`src/design/itp_pkg.sv`:
```
// Package for the infix-to-postfix converter: stack sizing, character codes,
// result kinds, precedence functions and the stack control struct.
// No dependencies.
`default_nettype none
package itp_pkg;

  localparam int STACK_DEPTH = 32;
  localparam int IDX_W = (STACK_DEPTH > 1) ? $clog2(STACK_DEPTH) : 1;
  localparam int CNT_W = $clog2(STACK_DEPTH + 1);

  localparam logic [7:0] CH_PLUS  = 8'h2B;
  localparam logic [7:0] CH_MINUS = 8'h2D;
  localparam logic [7:0] CH_MUL   = 8'h2A;
  localparam logic [7:0] CH_DIV   = 8'h2F;
  localparam logic [7:0] CH_POW   = 8'h5E;
  localparam logic [7:0] CH_LPAR  = 8'h28;
  localparam logic [7:0] CH_RPAR  = 8'h29;

  typedef enum logic [1:0] {
    KIND_CHAR  = 2'd0,
    KIND_END   = 2'd1,
    KIND_OVER  = 2'd2,
    KIND_CLOSE = 2'd3
  } kind_t;

  typedef struct packed {
    logic       push;
    logic       pop;
    logic [7:0] wdata;
  } stack_ctl_t;

  function automatic logic is_op(input logic [7:0] c);
    return (c == CH_PLUS) || (c == CH_MINUS) || (c == CH_MUL) || (c == CH_DIV) ||
           (c == CH_POW) || (c == CH_LPAR) || (c == CH_RPAR);
  endfunction

  function automatic logic [2:0] prec_out(input logic [7:0] c);
    logic [2:0] p;
    p = 3'd0;
    if ((c == CH_PLUS) || (c == CH_MINUS)) p = 3'd1;
    else if ((c == CH_MUL) || (c == CH_DIV)) p = 3'd3;
    else if (c == CH_POW) p = 3'd6;
    else if (c == CH_LPAR) p = 3'd7;
    return p;
  endfunction

  function automatic logic [2:0] prec_in(input logic [7:0] c);
    logic [2:0] p;
    p = 3'd0;
    if ((c == CH_PLUS) || (c == CH_MINUS)) p = 3'd2;
    else if ((c == CH_MUL) || (c == CH_DIV)) p = 3'd4;
    else if (c == CH_POW) p = 3'd5;
    return p;
  endfunction

endpackage
`default_nettype wire

```
`src/design/infix_to_postfix_converter.sv`:
```
// Infix-to-postfix converter top level: sequencer around one precedence
// compare, the operator stack and a pending/output result pair. Uses itp_pkg and itp_stack.
// Each stack pop is a memory read then a compare (S_READ, S_CMP), repeated per
// popped entry for an operator; a flush reads and pops (S_FREAD, S_FPOP) per
// stacked entry. One item at a time; in_stall is high while busy.
// Reset: synchronous, empties the stack and drops any pending result.
`default_nettype none
module infix_to_postfix_converter (
  input  wire logic          clk,
  input  wire logic          rst,
  input  wire logic          in_valid,
  output logic               in_stall,
  input  wire logic [7:0]    in_char,
  input  wire logic          expr_last,
  output logic               out_valid,
  input  wire logic          out_stall,
  output logic [7:0]         out_char,
  output itp_pkg::kind_t     kind,
  output logic               run_last,
  output logic               expr_end
);
  import itp_pkg::*;

  typedef enum logic [2:0] {
    S_IDLE, S_READ, S_CMP, S_FREAD, S_FPOP, S_END
  } state_t;

  state_t           state, state_next;
  logic [7:0]       cur;
  logic             last_q;
  logic             pend_valid;
  logic [7:0]       pend_char;
  kind_t            pend_kind;
  stack_ctl_t       ctl;
  logic [CNT_W-1:0] count;
  logic [7:0]       top;
  logic             out_free, slot_ok;
  logic             want, gen, fin;
  logic [7:0]       gen_char;
  kind_t            gen_kind;
  logic [2:0]       po, pi;
  stack_ctl_t       ctl_want;
  state_t           want_state;

  itp_stack u_stack (
    .clk   (clk),
    .rst   (rst),
    .ctl   (ctl),
    .count (count),
    .top   (top)
  );

  assign in_stall = (state != S_IDLE);
  assign out_free = !out_valid || !out_stall;
  assign slot_ok  = !pend_valid || out_free;
  assign po       = prec_out(cur);
  assign pi       = prec_in(top);

  always_comb begin
    want       = 1'b0;
    gen_char   = 8'd0;
    gen_kind   = KIND_CHAR;
    ctl_want   = '0;
    want_state = state;
    fin        = 1'b0;
    case (state)
      S_IDLE: begin
        if (in_valid) begin
          if (!is_op(in_char)) begin
            want       = 1'b1;
            gen_char   = in_char;
            want_state = expr_last ? S_FREAD : S_END;
          end else begin
            want_state = S_READ;
          end
        end
      end
      S_READ: want_state = S_CMP;
      S_CMP: begin
        want_state = last_q ? S_FREAD : S_END;
        if (count == '0) begin
          if (cur == CH_RPAR) begin
            want     = 1'b1;
            gen_kind = KIND_CLOSE;
          end else begin
            ctl_want.push  = 1'b1;
            ctl_want.wdata = cur;
          end
        end else if (po > pi) begin
          if (count < CNT_W'(STACK_DEPTH)) begin
            ctl_want.push  = 1'b1;
            ctl_want.wdata = cur;
          end else begin
            want     = 1'b1;
            gen_kind = KIND_OVER;
          end
        end else if (po == pi) begin
          ctl_want.pop = 1'b1;
        end else begin
          want         = 1'b1;
          gen_char     = top;
          ctl_want.pop = 1'b1;
          want_state   = S_READ;
        end
      end
      S_FREAD: want_state = (count == '0) ? S_END : S_FPOP;
      S_FPOP: begin
        want         = 1'b1;
        gen_char     = top;
        ctl_want.pop = 1'b1;
        want_state   = S_FREAD;
      end
      S_END: begin
        if (!(pend_valid || last_q)) begin
          want_state = S_IDLE;
        end else if (out_free) begin
          fin        = 1'b1;
          want_state = S_IDLE;
        end
      end
      default: want_state = S_IDLE;
    endcase
    if (want && !slot_ok) begin
      gen        = 1'b0;
      ctl        = '0;
      state_next = state;
    end else begin
      gen        = want;
      ctl        = ctl_want;
      state_next = want_state;
    end
  end

  always_ff @(posedge clk) begin
    if (rst) begin
      state      <= S_IDLE;
      pend_valid <= 1'b0;
      out_valid  <= 1'b0;
    end else begin
      state <= state_next;
      if (gen) begin
        if (pend_valid) begin
          out_valid <= 1'b1;
          out_char  <= pend_char;
          kind      <= pend_kind;
          run_last  <= 1'b0;
          expr_end  <= 1'b0;
        end else if (out_valid && !out_stall) begin
          out_valid <= 1'b0;
        end
        pend_valid <= 1'b1;
        pend_char  <= gen_char;
        pend_kind  <= gen_kind;
      end else if (fin) begin
        out_valid  <= 1'b1;
        out_char   <= pend_valid ? pend_char : 8'd0;
        kind       <= pend_valid ? pend_kind : KIND_END;
        run_last   <= 1'b1;
        expr_end   <= last_q;
        pend_valid <= 1'b0;
      end else if (out_valid && !out_stall) begin
        out_valid <= 1'b0;
      end
    end
    if (state == S_IDLE && in_valid) begin
      cur    <= in_char;
      last_q <= expr_last;
    end
  end

`ifndef SYNTHESIS
  a_count_bound: assert property (@(posedge clk) disable iff (rst)
    count <= CNT_W'(STACK_DEPTH))
    else $error("stack count above depth");

  a_idle_no_pend: assert property (@(posedge clk) disable iff (rst)
    state == S_IDLE |-> !pend_valid)
    else $error("pending result left while idle");

  a_end_is_last: assert property (@(posedge clk) disable iff (rst)
    out_valid && expr_end |-> run_last)
    else $error("expression end without run end");

  a_marker_ends: assert property (@(posedge clk) disable iff (rst)
    out_valid && kind == KIND_END |-> expr_end)
    else $error("end marker without expression end");

  a_no_push_full: assert property (@(posedge clk) disable iff (rst)
    ctl.push |-> count < CNT_W'(STACK_DEPTH))
    else $error("push into full stack");
`endif

endmodule
`default_nettype wire

```
`src/design/itp_stack.sv`:
```
// Operator stack: memory with push/pop, a fill count and a registered top read.
// The top value is valid in the cycle after the count settles. Uses itp_pkg.
`default_nettype none
module itp_stack (
  input  wire logic                    clk,
  input  wire logic                    rst,
  input  wire itp_pkg::stack_ctl_t     ctl,
  output logic [itp_pkg::CNT_W-1:0]    count,
  output logic [7:0]                   top
);
  import itp_pkg::*;

  logic [7:0]       op_stack [STACK_DEPTH];
  logic [CNT_W-1:0] top_pos;

  assign top_pos = count - CNT_W'(1);

  always_ff @(posedge clk) begin
    if (ctl.push) begin
      op_stack[count[IDX_W-1:0]] <= ctl.wdata;
    end
    top <= op_stack[top_pos[IDX_W-1:0]];
  end

  always_ff @(posedge clk) begin
    if (rst) begin
      count <= '0;
    end else if (ctl.push) begin
      count <= count + CNT_W'(1);
    end else if (ctl.pop) begin
      count <= count - CNT_W'(1);
    end
  end

endmodule
`default_nettype wire
```
`config.mk`:
```
export PLATFORM = sky130hd
export DESIGN_NAME = infix_to_postfix_converter
export DESIGN_NICKNAME = d
export VERILOG_FILES = /design/src/design/itp_pkg.sv /design/src/design/infix_to_postfix_converter.sv /design/src/design/itp_stack.sv
export SDC_FILE = /design/constraint.sdc
export NUM_CORES = 1
export LEC_CHECK = 0
export BUFFER_PORTS_ARGS = -buffer_cell sky130_fd_sc_hd__buf_2
export CAP_MARGIN = 5
export CORE_AREA = 3 3 156 158
export CTS_BUF_LIST = sky130_fd_sc_hd__clkbuf_4 sky130_fd_sc_hd__clkbuf_8
export CTS_CLUSTER_SIZE = 20
export DETAILED_ROUTE_END_ITERATION = 8
export DIE_AREA = 0 0 159 161
export GPL_ROUTABILITY_DRIVEN = 0
export PLACE_DENSITY = 0.73
export SETUP_SLACK_MARGIN = 0.4
export SLEW_MARGIN = 20
export SYNTH_ARGS = -nofsm -noshare
export SYNTH_HDL_FRONTEND = slang
export SYNTH_HIERARCHICAL = 1
export SYNTH_SLANG_ARGS = --single-unit
```
`constraint.sdc`:
```
create_clock -name clk -period 3.9 [get_ports clk]
set_input_delay 0.78 -clock clk [delete_from_list [all_inputs] [get_ports clk]]
set_output_delay 0.78 -clock clk [all_outputs]
set_load 0.02 [all_outputs]
```
-- After elaboration in Yosys (flattened, before gate mapping)
Memory sizes are Yosys's and may differ from the RTL's. A register that Yosys moved wholly into a read port is not among the register bits.
Cells that the tools add are included.
- $add $sub $neg: 2
- $lt $le $gt $ge: 2
- equality and inequality tests: 28
- mux-type cells: 77
- bitwise logic cells: 2
- reduce and logical (&&, ||, !) cells: 28
- operators by type and width (kind ; count):
    == test 8 x 6 -> 1 bit, second input constant ; 16
    two-way mux 8 bit ; 14
    two-way mux 3 bit ; 16
    two-way mux 1 bit ; 32
    == test 8 x 7 -> 1 bit, second input constant ; 3
    one-hot mux 8 bit (3 select lines) ; 1
    one-hot mux 3 bit (6 select lines) ; 1
    two-way mux 2 bit ; 8
    logical OR 1 bit ; 13
    two-way mux 6 bit ; 2
    two-way mux 10 bit ; 1
    adder 6 x 1 -> 6 bit, second input constant ; 1
    == test 3 x 2 -> 1 bit, second input constant ; 2
    == test 3 bit, second input constant ; 2
    logical NOT 6 bit ; 1
    < comparator 6 bit, second input constant ; 1
    AND reduction 3 bit ; 2
    subtractor 6 x 1 -> 6 bit, second input constant ; 1
    logical NOT 1 bit ; 4
    != test 2 bit, second input constant ; 2
    nonzero test 2 bit ; 2
    == test 3 x 1 -> 1 bit, second input constant ; 1
    == test 3 bit ; 1
    greater-than comparator 3 bit ; 1
    8 further kinds ; 11
- register bits: 42
- bits in writable memories: 256
- bits of input ports: 13
- output and inout port bits: 14
- logic and storage cells: 152
- memories: 1
- memories (memory ; depth ; width ; read ports ; clocked after Yosys merged registers in ; wr ports ; line ; source):
    u_stack.op_stack ; 32 ; 8 ; 1 ; 1 ; 1 ; itp_stack.sv:13 ; logic [7:0] op_stack [STACK_DEPTH];

-- Longest topological paths before layout
Gate-level depths: netlist of run 1.
- depth after elaboration: 14
- depth in mapped cells: 15
- gate-level depth less buffers: 15

-- Modules after synthesis
Netlist of run 1, hierarchy kept.
- modules (own cells, without submodules) (module ; times used ; cells an instance ; area an instance (um^2) ; sequential area each (um^2)):
    itp_stack ; 1 ; 529 ; 10671.5 ; 7967.6
    infix_to_postfix_converter ; 1 ; 174 ; 1899.3 ; 1031.0

-- Worst setup path after synthesis of run 1
OpenSTA, ideal clock, no wires.
- path type: reg2reg
- start: reg cur[7]
- end: reg expr_end (enable)
- setup time: 400 ps
- arrival: 3508 ps
- required time: 3500 ps
- path slack: -8 ps
- cell stages (with the launch flop): 11
- path buffers: 0
- clock period less this slack: 3908 ps
- cells stage by stage: edfxtp_1 > or4bb_1 > or2_2 > a21oi_1 > ha_1 > a21oi_1 > a21oi_1 > or4_1 > nand4_1 > a21oi_1 > a211oi_1
- cells in the longest elaborated chain, start to end: 14
- elaborated cells on any way between the ends: 25
- classes of those cells: 1 x order compare; 9 x eq/ne; 10 x mux; 5 x reduce/logical
- ends and longest elaborated chain (what ; line ; source):
    start: declaration ; infix_to_postfix_converter.sv:29 ; logic [7:0] cur;
    start signal: assignment ; infix_to_postfix_converter.sv:166 ; cur <= in_char;
    parallel branches: the longest is 8 deep, another holds greater-than comparator 3 bit ; - ;
    two-way mux 1 bit * ; infix_to_postfix_converter.sv:81 ; if (count == '0) begin
    one-hot mux 1 bit (3 select lines) * ; infix_to_postfix_converter.sv:66 ; case (state)
    logical AND 1 bit ; infix_to_postfix_converter.sv:123 ; if (want && !slot_ok) begin
    two-way mux 1 bit * ; infix_to_postfix_converter.sv:123 ;
    != test 2 bit (no line) or nonzero test 2 bit (tied branches) ; - ;
    AND reduction 3 bit (no line) * ; - ;
    end signal: assignment ; infix_to_postfix_converter.sv:159 ; expr_end <= last_q;
    end: declaration ; infix_to_postfix_converter.sv:20 ; output logic expr_end
Every way passes the cells marked *.
A chain may end at the register's enable or synchronous reset.

==> results_dict.tcl, run 1 <==
set metrics [dict create \
    row_count 56 \
    vias 6927 \
    wl_um 26200 \
    start_util_pct 54.0 \
    cts-root-buf "clkbuf_8" \
    clk_pin_slew_ns 0.06 \
    drt-pass1-iter-count 5 \
    start_kind "flip-flop" \
    placed_area_sq_um 13400 \
    insertedDiodeCount 0 \
    async_flop_share_pct 0 \
    yosysSeqAreaShare_pct 71.6 \
    die_w_um 159 \
    ys_warn_count 6 \
    p_leak_uw 0.00482 \
    grt_max_degree 49 \
    ios 27 \
    setup.worst_path.class "reg -> reg" \
    clock_sinks 306 \
    postCtsHoldBufs 0 \
    dieArea_sq_um 25600 \
    die_y_um 161 \
    worstPathRequired_ns 4.33 \
    cts_tree "done" \
    syn_area_sq_um 12600 \
    power_density_nw_per_um2 708 \
    antenna_found_initial 0 \
    min-delay-path-class "in -> reg" \
    overflow 0 \
    ys_ff_latch 306 \
    rsz0062_at_grt "true" \
    cp.arrival_ns 3.96 \
    final_net_count 831 \
    setup_tns_ns 0 \
    hold_viol_final 0 \
    fin_total_pwr_uw 10500 \
    io_buffers 26 \
    synth_edf_count 287 \
    drv_slew 0 \
    setup_viol 0 \
    avgSynthCellArea_sq_um 17.9 \
    syn_nets 724 \
    worst_pin_slew_ns 0.852 \
    min_period_over_period_pct 90.5 \
    fin_area_sq_um 14900 \
    wl_per_cell_um 22.6 \
    fmax_mhz 283 \
    clk_latency_ns 0.56 \
    synth_flop_cell "edfxtp_1" \
    grt_usage_pct 20.4 \
    drv_cap 0 \
    cp_max_fo 4 \
    ant_nets 0 \
    cts_buffer_depth 3 \
    synthCells 703 \
    drive_gt1_share_pct 38.0 \
    status "complete, no violations" \
    core_area_sq_um 23300 \
    synthToLayoutAreaGrowth_pct 18.3 \
    grt_pass1_wl_um 40200 \
    layout_common_cells "287 x edfxtp_1, 64 x mux4_2, 52 x clkbuf_8, 28 x nor2_1, 28 x nor2b_1" \
    multi_input_area_sq_um 3710 \
    cp-end-kind "flip-flop" \
    fin_crit_ns 3.53 \
    grt_pass1_vias 7085 \
    cts.htree.levels 2 \
    drc 0 \
    seq_area_sq_um 9000 \
    drt_iter0_drc 802 \
    final_common_cell "edfxtp_1" \
    ys_types 64 \
    viasPerCell 5.96 \
    fill_cells 1623 \
    ir_worst_vdd_v 0.000570 \
    slew-limit-headroom_pct 43.2 \
    hpwl_um 16200 \
    cts_inserted_buffers 47 \
    fin_skew_ns 0.0242 \
]
[what timing repair did]
item	CTS	global route
setup endpoints to repair	376	449
buffers inserted	2	13
resized for setup	25	93
pin swaps	2	11
gates cloned	0	2
endpoints found under the hold margin	0	0
[path summary, 6_finish.rpt]
path	slack (ns)	from	cells past startpoint	end
min reg2reg	0.50	pend_kind[0]	1	kind[0]
max reg2reg	0.37	cur[7]	14	u_stack/count[3]
min	0.45	in_char[0]	1	cur[0]
max	0.37	cur[7]	14	u_stack/count[3]
[layout make-up]
type                       instances  share of cell area [%]
clock inverter                    14                   0.471
sequential                       306                    60.5
multi-input combinational        357                    25.0
tap                              319                    2.68
timing repair buffer              90                    5.54
inverter                           8                   0.202
clock buffer                      68                    5.62
[per-layer routing]
| metal | up-vias | global-route usage [%] | routed length, um |
|---|---|---|---|
| met5 | - | 0 | 0 |
| li1 | 3057 | - | - |
| met1 | 3490 | 27.6 | 10800 |
| met3 | 68 | 4.26 | 1960 |
| met4 | 0 | 7.68 | 814 |
| met2 | 312 | 33.2 | 12700 |
[registers in the layout, indices dropped and copies added (netlist names)]
name,flops
expr_end,1
u_stack/count,6
state,3
cur,8
kind,2
out_valid,1
pend_char,8
last_q,1
u_stack/top,8
u_stack/op_stack,256
pend_kind,2
run_last,1
out_char,8
pend_valid,1
[critical path, cell delays in order, from the launching register on]
cell and delay, ns:
edfxtp_1 0.42, or4bb_1 0.53, or2_2 0.32, a21oi_2 0.18
ha_4 0.24, buf_4 0.13, nand3b_1 0.12, a21oi_2 0.09
or4_4 0.42, a41o_1 0.29, a21boi_4 0.16, nand2b_1 0.16
o21ai_0 0.12, xnor2_1 0.17, nor2_1 0.06
[logic make-up (layout without fill, tap and decap cells)]
group	after synthesis	in the layout	synth area share [%]
flops	306	306	71.6
compound gates	88	88	5.23
buf+inv	40	180	1.45
xor+xnor	7	7	0.488
fa+ha+maj	8	8	0.796
simple gates	173	173	7.48
mux	81	81	13.0
[synth_stat cells (2+ instances only)]
library cell  number  share of area, %
edfxtp_1         287                69
mux4_2            64                11
nor2_1            56               1.7
nor2b_1           30               1.5
a21oi_1           28               1.1
nand2_1           20              0.60
dfxtp_1           19               3.0
mux2_2            16               1.4
clkbuf_1          15              0.45
a211oi_1          13              0.78
nor4_1            11              0.55
and2_1             9              0.45
buf_2              9              0.36
a221oi_2           8              0.96
a22o_1             8              0.56
ha_1               8              0.80
inv_1              8              0.24
nand2b_1           6              0.30
nor3_1             6              0.24
nand3b_1           5              0.30
nand4_1            5              0.25
xnor2_1            5              0.35
o21ai_0            4              0.16
buf_4              3              0.18
nor3b_1            3              0.18
o21a_1             3              0.18
o21ai_1            3              0.12
or2_2              3              0.15
or3_1              3              0.15
a21o_1             2              0.12
a22oi_1            2              0.12
a31oi_1            2              0.10
buf_1              2             0.060
clkbuf_2           2             0.080
nand3_1            2             0.080
o21bai_1           2              0.12
o31a_1             2              0.14
or3b_2             2              0.14
xor2_1             2              0.14
[metrics by stage]
stage	util (%)	cells	worst slack, ns	hold slack, ns
floorplan	-	703	0.364	0.476
global placement	57.5	1063	0.187	0.484
detailed placement	57.5	1063	-0.0384	0.490
CTS	61.9	1147	0.414	0.420
global route	63.9	1162	0.231	0.433
finish	63.9	1162	0.371	0.452
[where the power goes]
group          leakage (uW)  internal, uW  switching [uW]  total [uW]
registers           0.00281          4010             262        4270
clock network      0.000484          1380            1160        2530
logic               0.00152          1580            2150        3730
total               0.00482          6970            3570       10500
Note: power is estimated with default switching activity, not from simulation.
==> run 2: changes to the inputs <==
--- a/config.mk
+++ b/config.mk
@@ -8,8 +8,7 @@
 export BUFFER_PORTS_ARGS = -buffer_cell sky130_fd_sc_hd__buf_2
 export CAP_MARGIN = 5
 export CORE_AREA = 3 3 156 158
-export CTS_BUF_LIST = sky130_fd_sc_hd__clkbuf_4 sky130_fd_sc_hd__clkbuf_8
-export CTS_CLUSTER_SIZE = 20
+export CTS_CLUSTER_SIZE = 25
 export DETAILED_ROUTE_END_ITERATION = 8
 export DIE_AREA = 0 0 159 161
 export GPL_ROUTABILITY_DRIVEN = 0
==> results_dict.tcl, run 2 (synthesized netlist as in run 1, its figures left out) <==
set metrics [dict create \
    setup_viol 0 \
    final_cells 1128 \
    grt_pass1_vias 6965 \
    insertedDiodeCount 0 \
    drc 0 \
    fin_total_pwr_uw 10800 \
    worst_pin_slew_ns 0.854 \
    clk_latency_ns 0.57 \
    fin_crit_ns 3.45 \
    dieArea_sq_um 25600 \
    die_y_um 161 \
    antenna_found_initial 0 \
    die_w_um 159 \
    clk_pin_slew_ns 0.06 \
    cp-end-kind "flip-flop" \
    grt_usage_pct 20.3 \
    power.internal_uw 7260 \
    placed_area_sq_um 13400 \
    io_buffers 26 \
    cp_max_fo 32 \
    final_net_count 806 \
    hold_viol_final 0 \
    final_common_cell "edfxtp_1" \
    rsz0062_at_grt "true" \
    clkPwrFrac_pct 26.7 \
    whs_ns 0.453 \
    hpwl_um 16200 \
    switching_share_pct 32.8 \
    ir_worst_vdd_v 0.000478 \
    cts_inserted_buffers 30 \
    drt-pass1-iter-count 6 \
    ios 27 \
    start_util_pct 54.0 \
    start_kind "flip-flop" \
    multi_input_area_sq_um 3600 \
    seq_area_sq_um 9000 \
    core_area_sq_um 23300 \
    clock_sinks 306 \
    status "complete, no violations" \
    overflow 0 \
    slew-limit-headroom_pct 43.1 \
    fill_cells 1630 \
    postCtsHoldBufs 0 \
    fin_area_sq_um 14700 \
    min_period_over_period_pct 88.6 \
    grt_pass1_wl_um 40300 \
    vias 6781 \
    row_count 56 \
    setup.worst_path.class "reg -> reg" \
    fin_skew_ns 0.0260 \
    cp.arrival_ns 3.75 \
    fmax_mhz 289 \
    p_seq_share_pct 39.5 \
    layout_common_cells "287 x edfxtp_1, 64 x mux4_2, 47 x nor2_1, 37 x buf_4, 35 x clkbuf_16" \
    p_leak_uw 0.00482 \
    viasPerCell 6.01 \
    ant_nets 0 \
    synthToLayoutAreaGrowth_pct 17.3 \
    drive_gt1_share_pct 32.3 \
    post-place-cells 1063 \
    cts_tree "done" \
    drv_slew 0 \
    drt_iter0_drc 741 \
    cts-root-buf "clkbuf_16" \
    post-route-util_pct 63.4 \
    largest_reg_flops 256 \
    power.switching_uw 3540 \
    cts.htree.levels 1 \
    min-delay-path-class "in -> reg" \
    cts_buffer_depth 3 \
    wl_per_cell_um 23.2 \
    comb_power_share_pct 33.8 \
    power_density_nw_per_um2 733 \
    worstPathRequired_ns 4.19 \
    grt_max_degree 49 \
    wl_um 26200 \
    drv_cap 0 \
]
[run 2: cell count changes in the layout (fill, tap and decap cells not counted), moves of 8 or more]
| cell | before | now |
|---|---|---|
| buf_6 | 25 | 10 |
| nor2_1 | 28 | 47 |
| buf_4 | 27 | 37 |
| clkbuf_1 | 0 | 12 |
| clkbuf_16 | 0 | 35 |
| nor2_2 | 15 | 4 |
| nor2_4 | 13 | 5 |
| clkbuf_4 | 16 | 0 |
| clkbuf_8 | 52 | 5 |
[run 2: worst paths after layout]
path                                    from                     end  slack [ns]  cells after the start
worst max-delay path                  cur[5]  u_stack/op_stack[8][7]        0.45                     12
worst min-delay path              in_char[0]                  cur[0]        0.45                      1
worst max register to register        cur[5]  u_stack/op_stack[8][7]        0.45                     12
worst min register to register  pend_kind[0]                 kind[0]        0.50                      1
[run 2: per-layer routing]
metal	up-vias	GRT usage, %	routed length, um
li1	2991	-	-
met1	3433	27.7	10900
met2	284	33.5	12500
met3	73	3.72	1890
met4	0	7.08	959
met5	-	0	0
[run 2: metrics by stage]
step	setup slack [ns]	setup TNS, ns
floorplan	0.364	0
global placement	0.187	0
detailed placement	-0.0384	-0.0384
CTS	0.412	0
global route	0.298	0
finish	0.445	0
[run 2: cell type report]
type / instances / area share [%]
Sequential cell: 306 / 61.0
Multi-Input combinational cell: 357 / 24.4
Clock buffer: 50 / 6.37
Timing Repair Buffer: 82 / 4.72
Tap cell: 319 / 2.71
Clock inverter: 6 / 0.560
Inverter: 8 / 0.204
[run 2: critical path, cell delays in order (launching register included)]
cell and delay (ns):
edfxtp_1 0.41, or4bb_1 0.52, or2_2 0.32, a21oi_2 0.18, ha_4 0.24, buf_4 0.13
nand3b_1 0.12, a21oi_2 0.08, or4_4 0.42, a41o_1 0.26, nor2b_4 0.15, and2_1 0.19
buf_12 0.17
[run 2: power by group through the flow]
| stage | logic [uW] | clock network [uW] | registers [uW] |
|---|---|---|---|
| floorplan | 2500 | 0 | 4200 |
| global route | 3890 | 3090 | 4300 |
| detailed placement | 3360 | 0 | 4330 |
| global placement | 3300 | 0 | 4310 |
| CTS | 3450 | 2950 | 4260 |
| finish | 3650 | 2890 | 4270 |
[run 2: timing repair]
item	4_1_cts	5_1_grt
setup buffers	2	4
gates resized for setup	25	41
gates cloned	0	3
setup endpoints to repair	381	472
pin swaps	2	6
==> run 3: changes to the inputs <==
--- a/config.mk
+++ b/config.mk
@@ -7,12 +7,15 @@
 export LEC_CHECK = 0
 export BUFFER_PORTS_ARGS = -buffer_cell sky130_fd_sc_hd__buf_2
 export CAP_MARGIN = 5
-export CORE_AREA = 3 3 156 158
+export CELL_PAD_IN_SITES_DETAIL_PLACEMENT = 1
+export CELL_PAD_IN_SITES_GLOBAL_PLACEMENT = 1
+export CORE_AREA = 3 3 165 167
+export CTS_CLUSTER_DIAMETER = 100
 export CTS_CLUSTER_SIZE = 25
 export DETAILED_ROUTE_END_ITERATION = 8
-export DIE_AREA = 0 0 159 161
+export DIE_AREA = 0 0 168 170
 export GPL_ROUTABILITY_DRIVEN = 0
-export PLACE_DENSITY = 0.73
+export PLACE_DENSITY_LB_ADDON = 0.1
 export SETUP_SLACK_MARGIN = 0.4
 export SLEW_MARGIN = 20
 export SYNTH_ARGS = -nofsm -noshare
==> results_dict.tcl, run 3 (synthesized netlist as in run 1, its figures left out) <==
set metrics [dict create \
    worstPathRequired_ns 4.14 \
    cp-end-kind "flip-flop" \
    clk_pin_slew_ns 0.10 \
    slowest_stage "or4bb_1" \
    hpwl_um 18900 \
    antenna_found_initial 0 \
    vias 6715 \
    wl_per_cell_um 25.9 \
    p_seq_share_pct 42.0 \
    timing.rr.end "u_stack/op_stack[19][1]" \
    fin_crit_ns 3.47 \
    final_common_cell "edfxtp_1" \
    drc 0 \
    layout_common_cells "287 x edfxtp_1, 64 x mux4_2, 29 x nor2_1, 28 x nor2b_1, 26 x buf_2" \
    cpMostUsedCell "a21oi_4" \
    drive_gt1_share_pct 33.5 \
    ios 27 \
    wl_um 29000 \
    cp.arrival_ns 3.71 \
    ant_nets 0 \
    clock_sinks 306 \
    post-route-util_pct 55.9 \
    final_net_count 798 \
    holdPathStages 1 \
    grt_max_degree 72 \
    r2r_slack_ns 0.43 \
    place_ws_ns 0.163 \
    post-place-cells 1083 \
    setup.worst_path.class "reg -> reg" \
    slowest_delay_ns 0.54 \
    placed_area_sq_um 13500 \
    grt_pass1_vias 7014 \
    drt-pass1-iter-count 5 \
    fin_skew_ns 0.0180 \
    drt_iter0_drc 491 \
    io_buffers 26 \
    die_y_um 170 \
    worst_slack_ns 0.425 \
    grt_pass1_wl_um 43300 \
    status "complete, no violations" \
    postCtsHoldBufs 0 \
    drv_slew 0 \
    clk_latency_ns 0.50 \
    min_period_over_period_pct 89.1 \
    comb_power_share_pct 39.9 \
    overflow 0 \
    insertedDiodeCount 0 \
    final_cells 1122 \
    hold_viol_final 0 \
    fmax_mhz 288 \
    rsz0062_at_grt "true" \
    power_density_nw_per_um2 691 \
    setup_tns_ns 0 \
    worst_pin_slew_ns 0.815 \
    viasPerCell 5.98 \
    cts_buffer_depth 3 \
    die_w_um 168 \
    cts_tree "done" \
    power.internal_uw 6480 \
    fin_area_sq_um 14500 \
    whs_endpoint "cur[0]" \
    clkPwrFrac_pct 18.2 \
    row_count 59 \
    ir_worst_vdd_v 0.000462 \
    cts_inserted_buffers 16 \
    p_leak_uw 0.00462 \
    core_area_sq_um 25900 \
    r2r_start "cur[5]" \
    synthToLayoutAreaGrowth_pct 15.2 \
    setup_viol 0 \
    min-delay-path-class "in -> reg" \
    start_kind "flip-flop" \
    dieArea_sq_um 28600 \
    grt_usage_pct 20.0 \
    slew-limit-headroom_pct 45.6 \
    start_util_pct 48.5 \
    min_from "in_char[0]" \
    cts.htree.levels 1 \
    crit_chain "or4bb_1 -> or2_4 -> a21oi_4 -> ha_4 -> buf_4 -> a21oi_4 -> a21oi_2 -> or4_4 -> a41o_1 -> nor2b_2 -> and2_1 -> buf_12" \
    reg2regPathDepth 12 \
    cts-root-buf "clkbuf_16" \
    power.switching_uw 3520 \
    drv_cap 0 \
    switching_share_pct 35.2 \
    cp_max_fo 32 \
    largest_reg_flops 256 \
]
run 3: cell types whose count changed in the layout (fill, tap and decap cells not counted), sizes merged:
cell / previous run / this run
buf: 80 / 88
bufinv: 1 / 0
clkbuf: 52 / 27
clkinv: 4 / 0
clkinvlp: 1 / 0
inv: 8 / 9
run 3: layout make-up:
class,count,area [sq um]
Inverter,8,30.0
Multi-Input combinational cell,357,3700
Timing Repair Buffer,88,846
Tap cell,335,419
Clock buffer,27,463
Sequential cell,306,9000
Fill cell,2293,11400
Clock inverter,1,20.0
run 3: worst max path at each step:
stage	startpoint	endpoint	slack (ns)	depth (start not counted)
2_1_floorplan	cur[7]	u_stack/op_stack[15][0]	0.36	11
3_5_place_dp	cur[7]	u_stack/op_stack[12][4]	0.16	11
4_1_cts	cur[5]	u_stack/op_stack[19][1]	0.35	12
3_3_place_gp	cur[7]	u_stack/op_stack[17][1]	0.31	11
5_1_grt	cur[5]	u_stack/count[4]	0.22	15
6_report	cur[5]	u_stack/op_stack[19][1]	0.43	12
run 3: metrics by stage:
step           power [uW]  hold slack [ns]
2_1_floorplan        6700            0.476
3_3_place_gp         7880            0.478
3_5_place_dp         7990            0.504
4_1_cts              9920            0.470
5_1_grt             10500            0.478
6_report            10000            0.498
run 3: timing repair:
action | 4_1_cts | 5_1_grt
setup endpoints to repair | 470 | 492
pin swaps | 3 | 15
gates cloned | 0 | 0
setup buffers | 7 | 4
resized for setup | 24 | 100
run 3: critical path: cells and delay by family (launching register included):
kind	cells	cell delay (ns)
simple gates	5	1.62
compound gates	4	0.64
flops	1	0.41
buf+inv	2	0.30
fa+ha+maj	1	0.22
run 3: routing by layer:
metal | routed length, um | vias up | global-route usage [%]
li1 | - | 2966 | -
met1 | 12200 | 3576 | 27.6
met2 | 15100 | 140 | 35.2
met3 | 1250 | 33 | 1.93
met4 | 531 | 0 | 4.30
met5 | 0 | - | 0
run 3: power groups by stage:
stage	logic (uW)	registers [uW]	clock network [uW]
final	3990	4200	1820
after global routing	4250	4220	2010
after CTS	3830	4190	1900
after detailed placement	3720	4270	0
after global placement	3630	4250	0
after floorplan	2500	4200	0
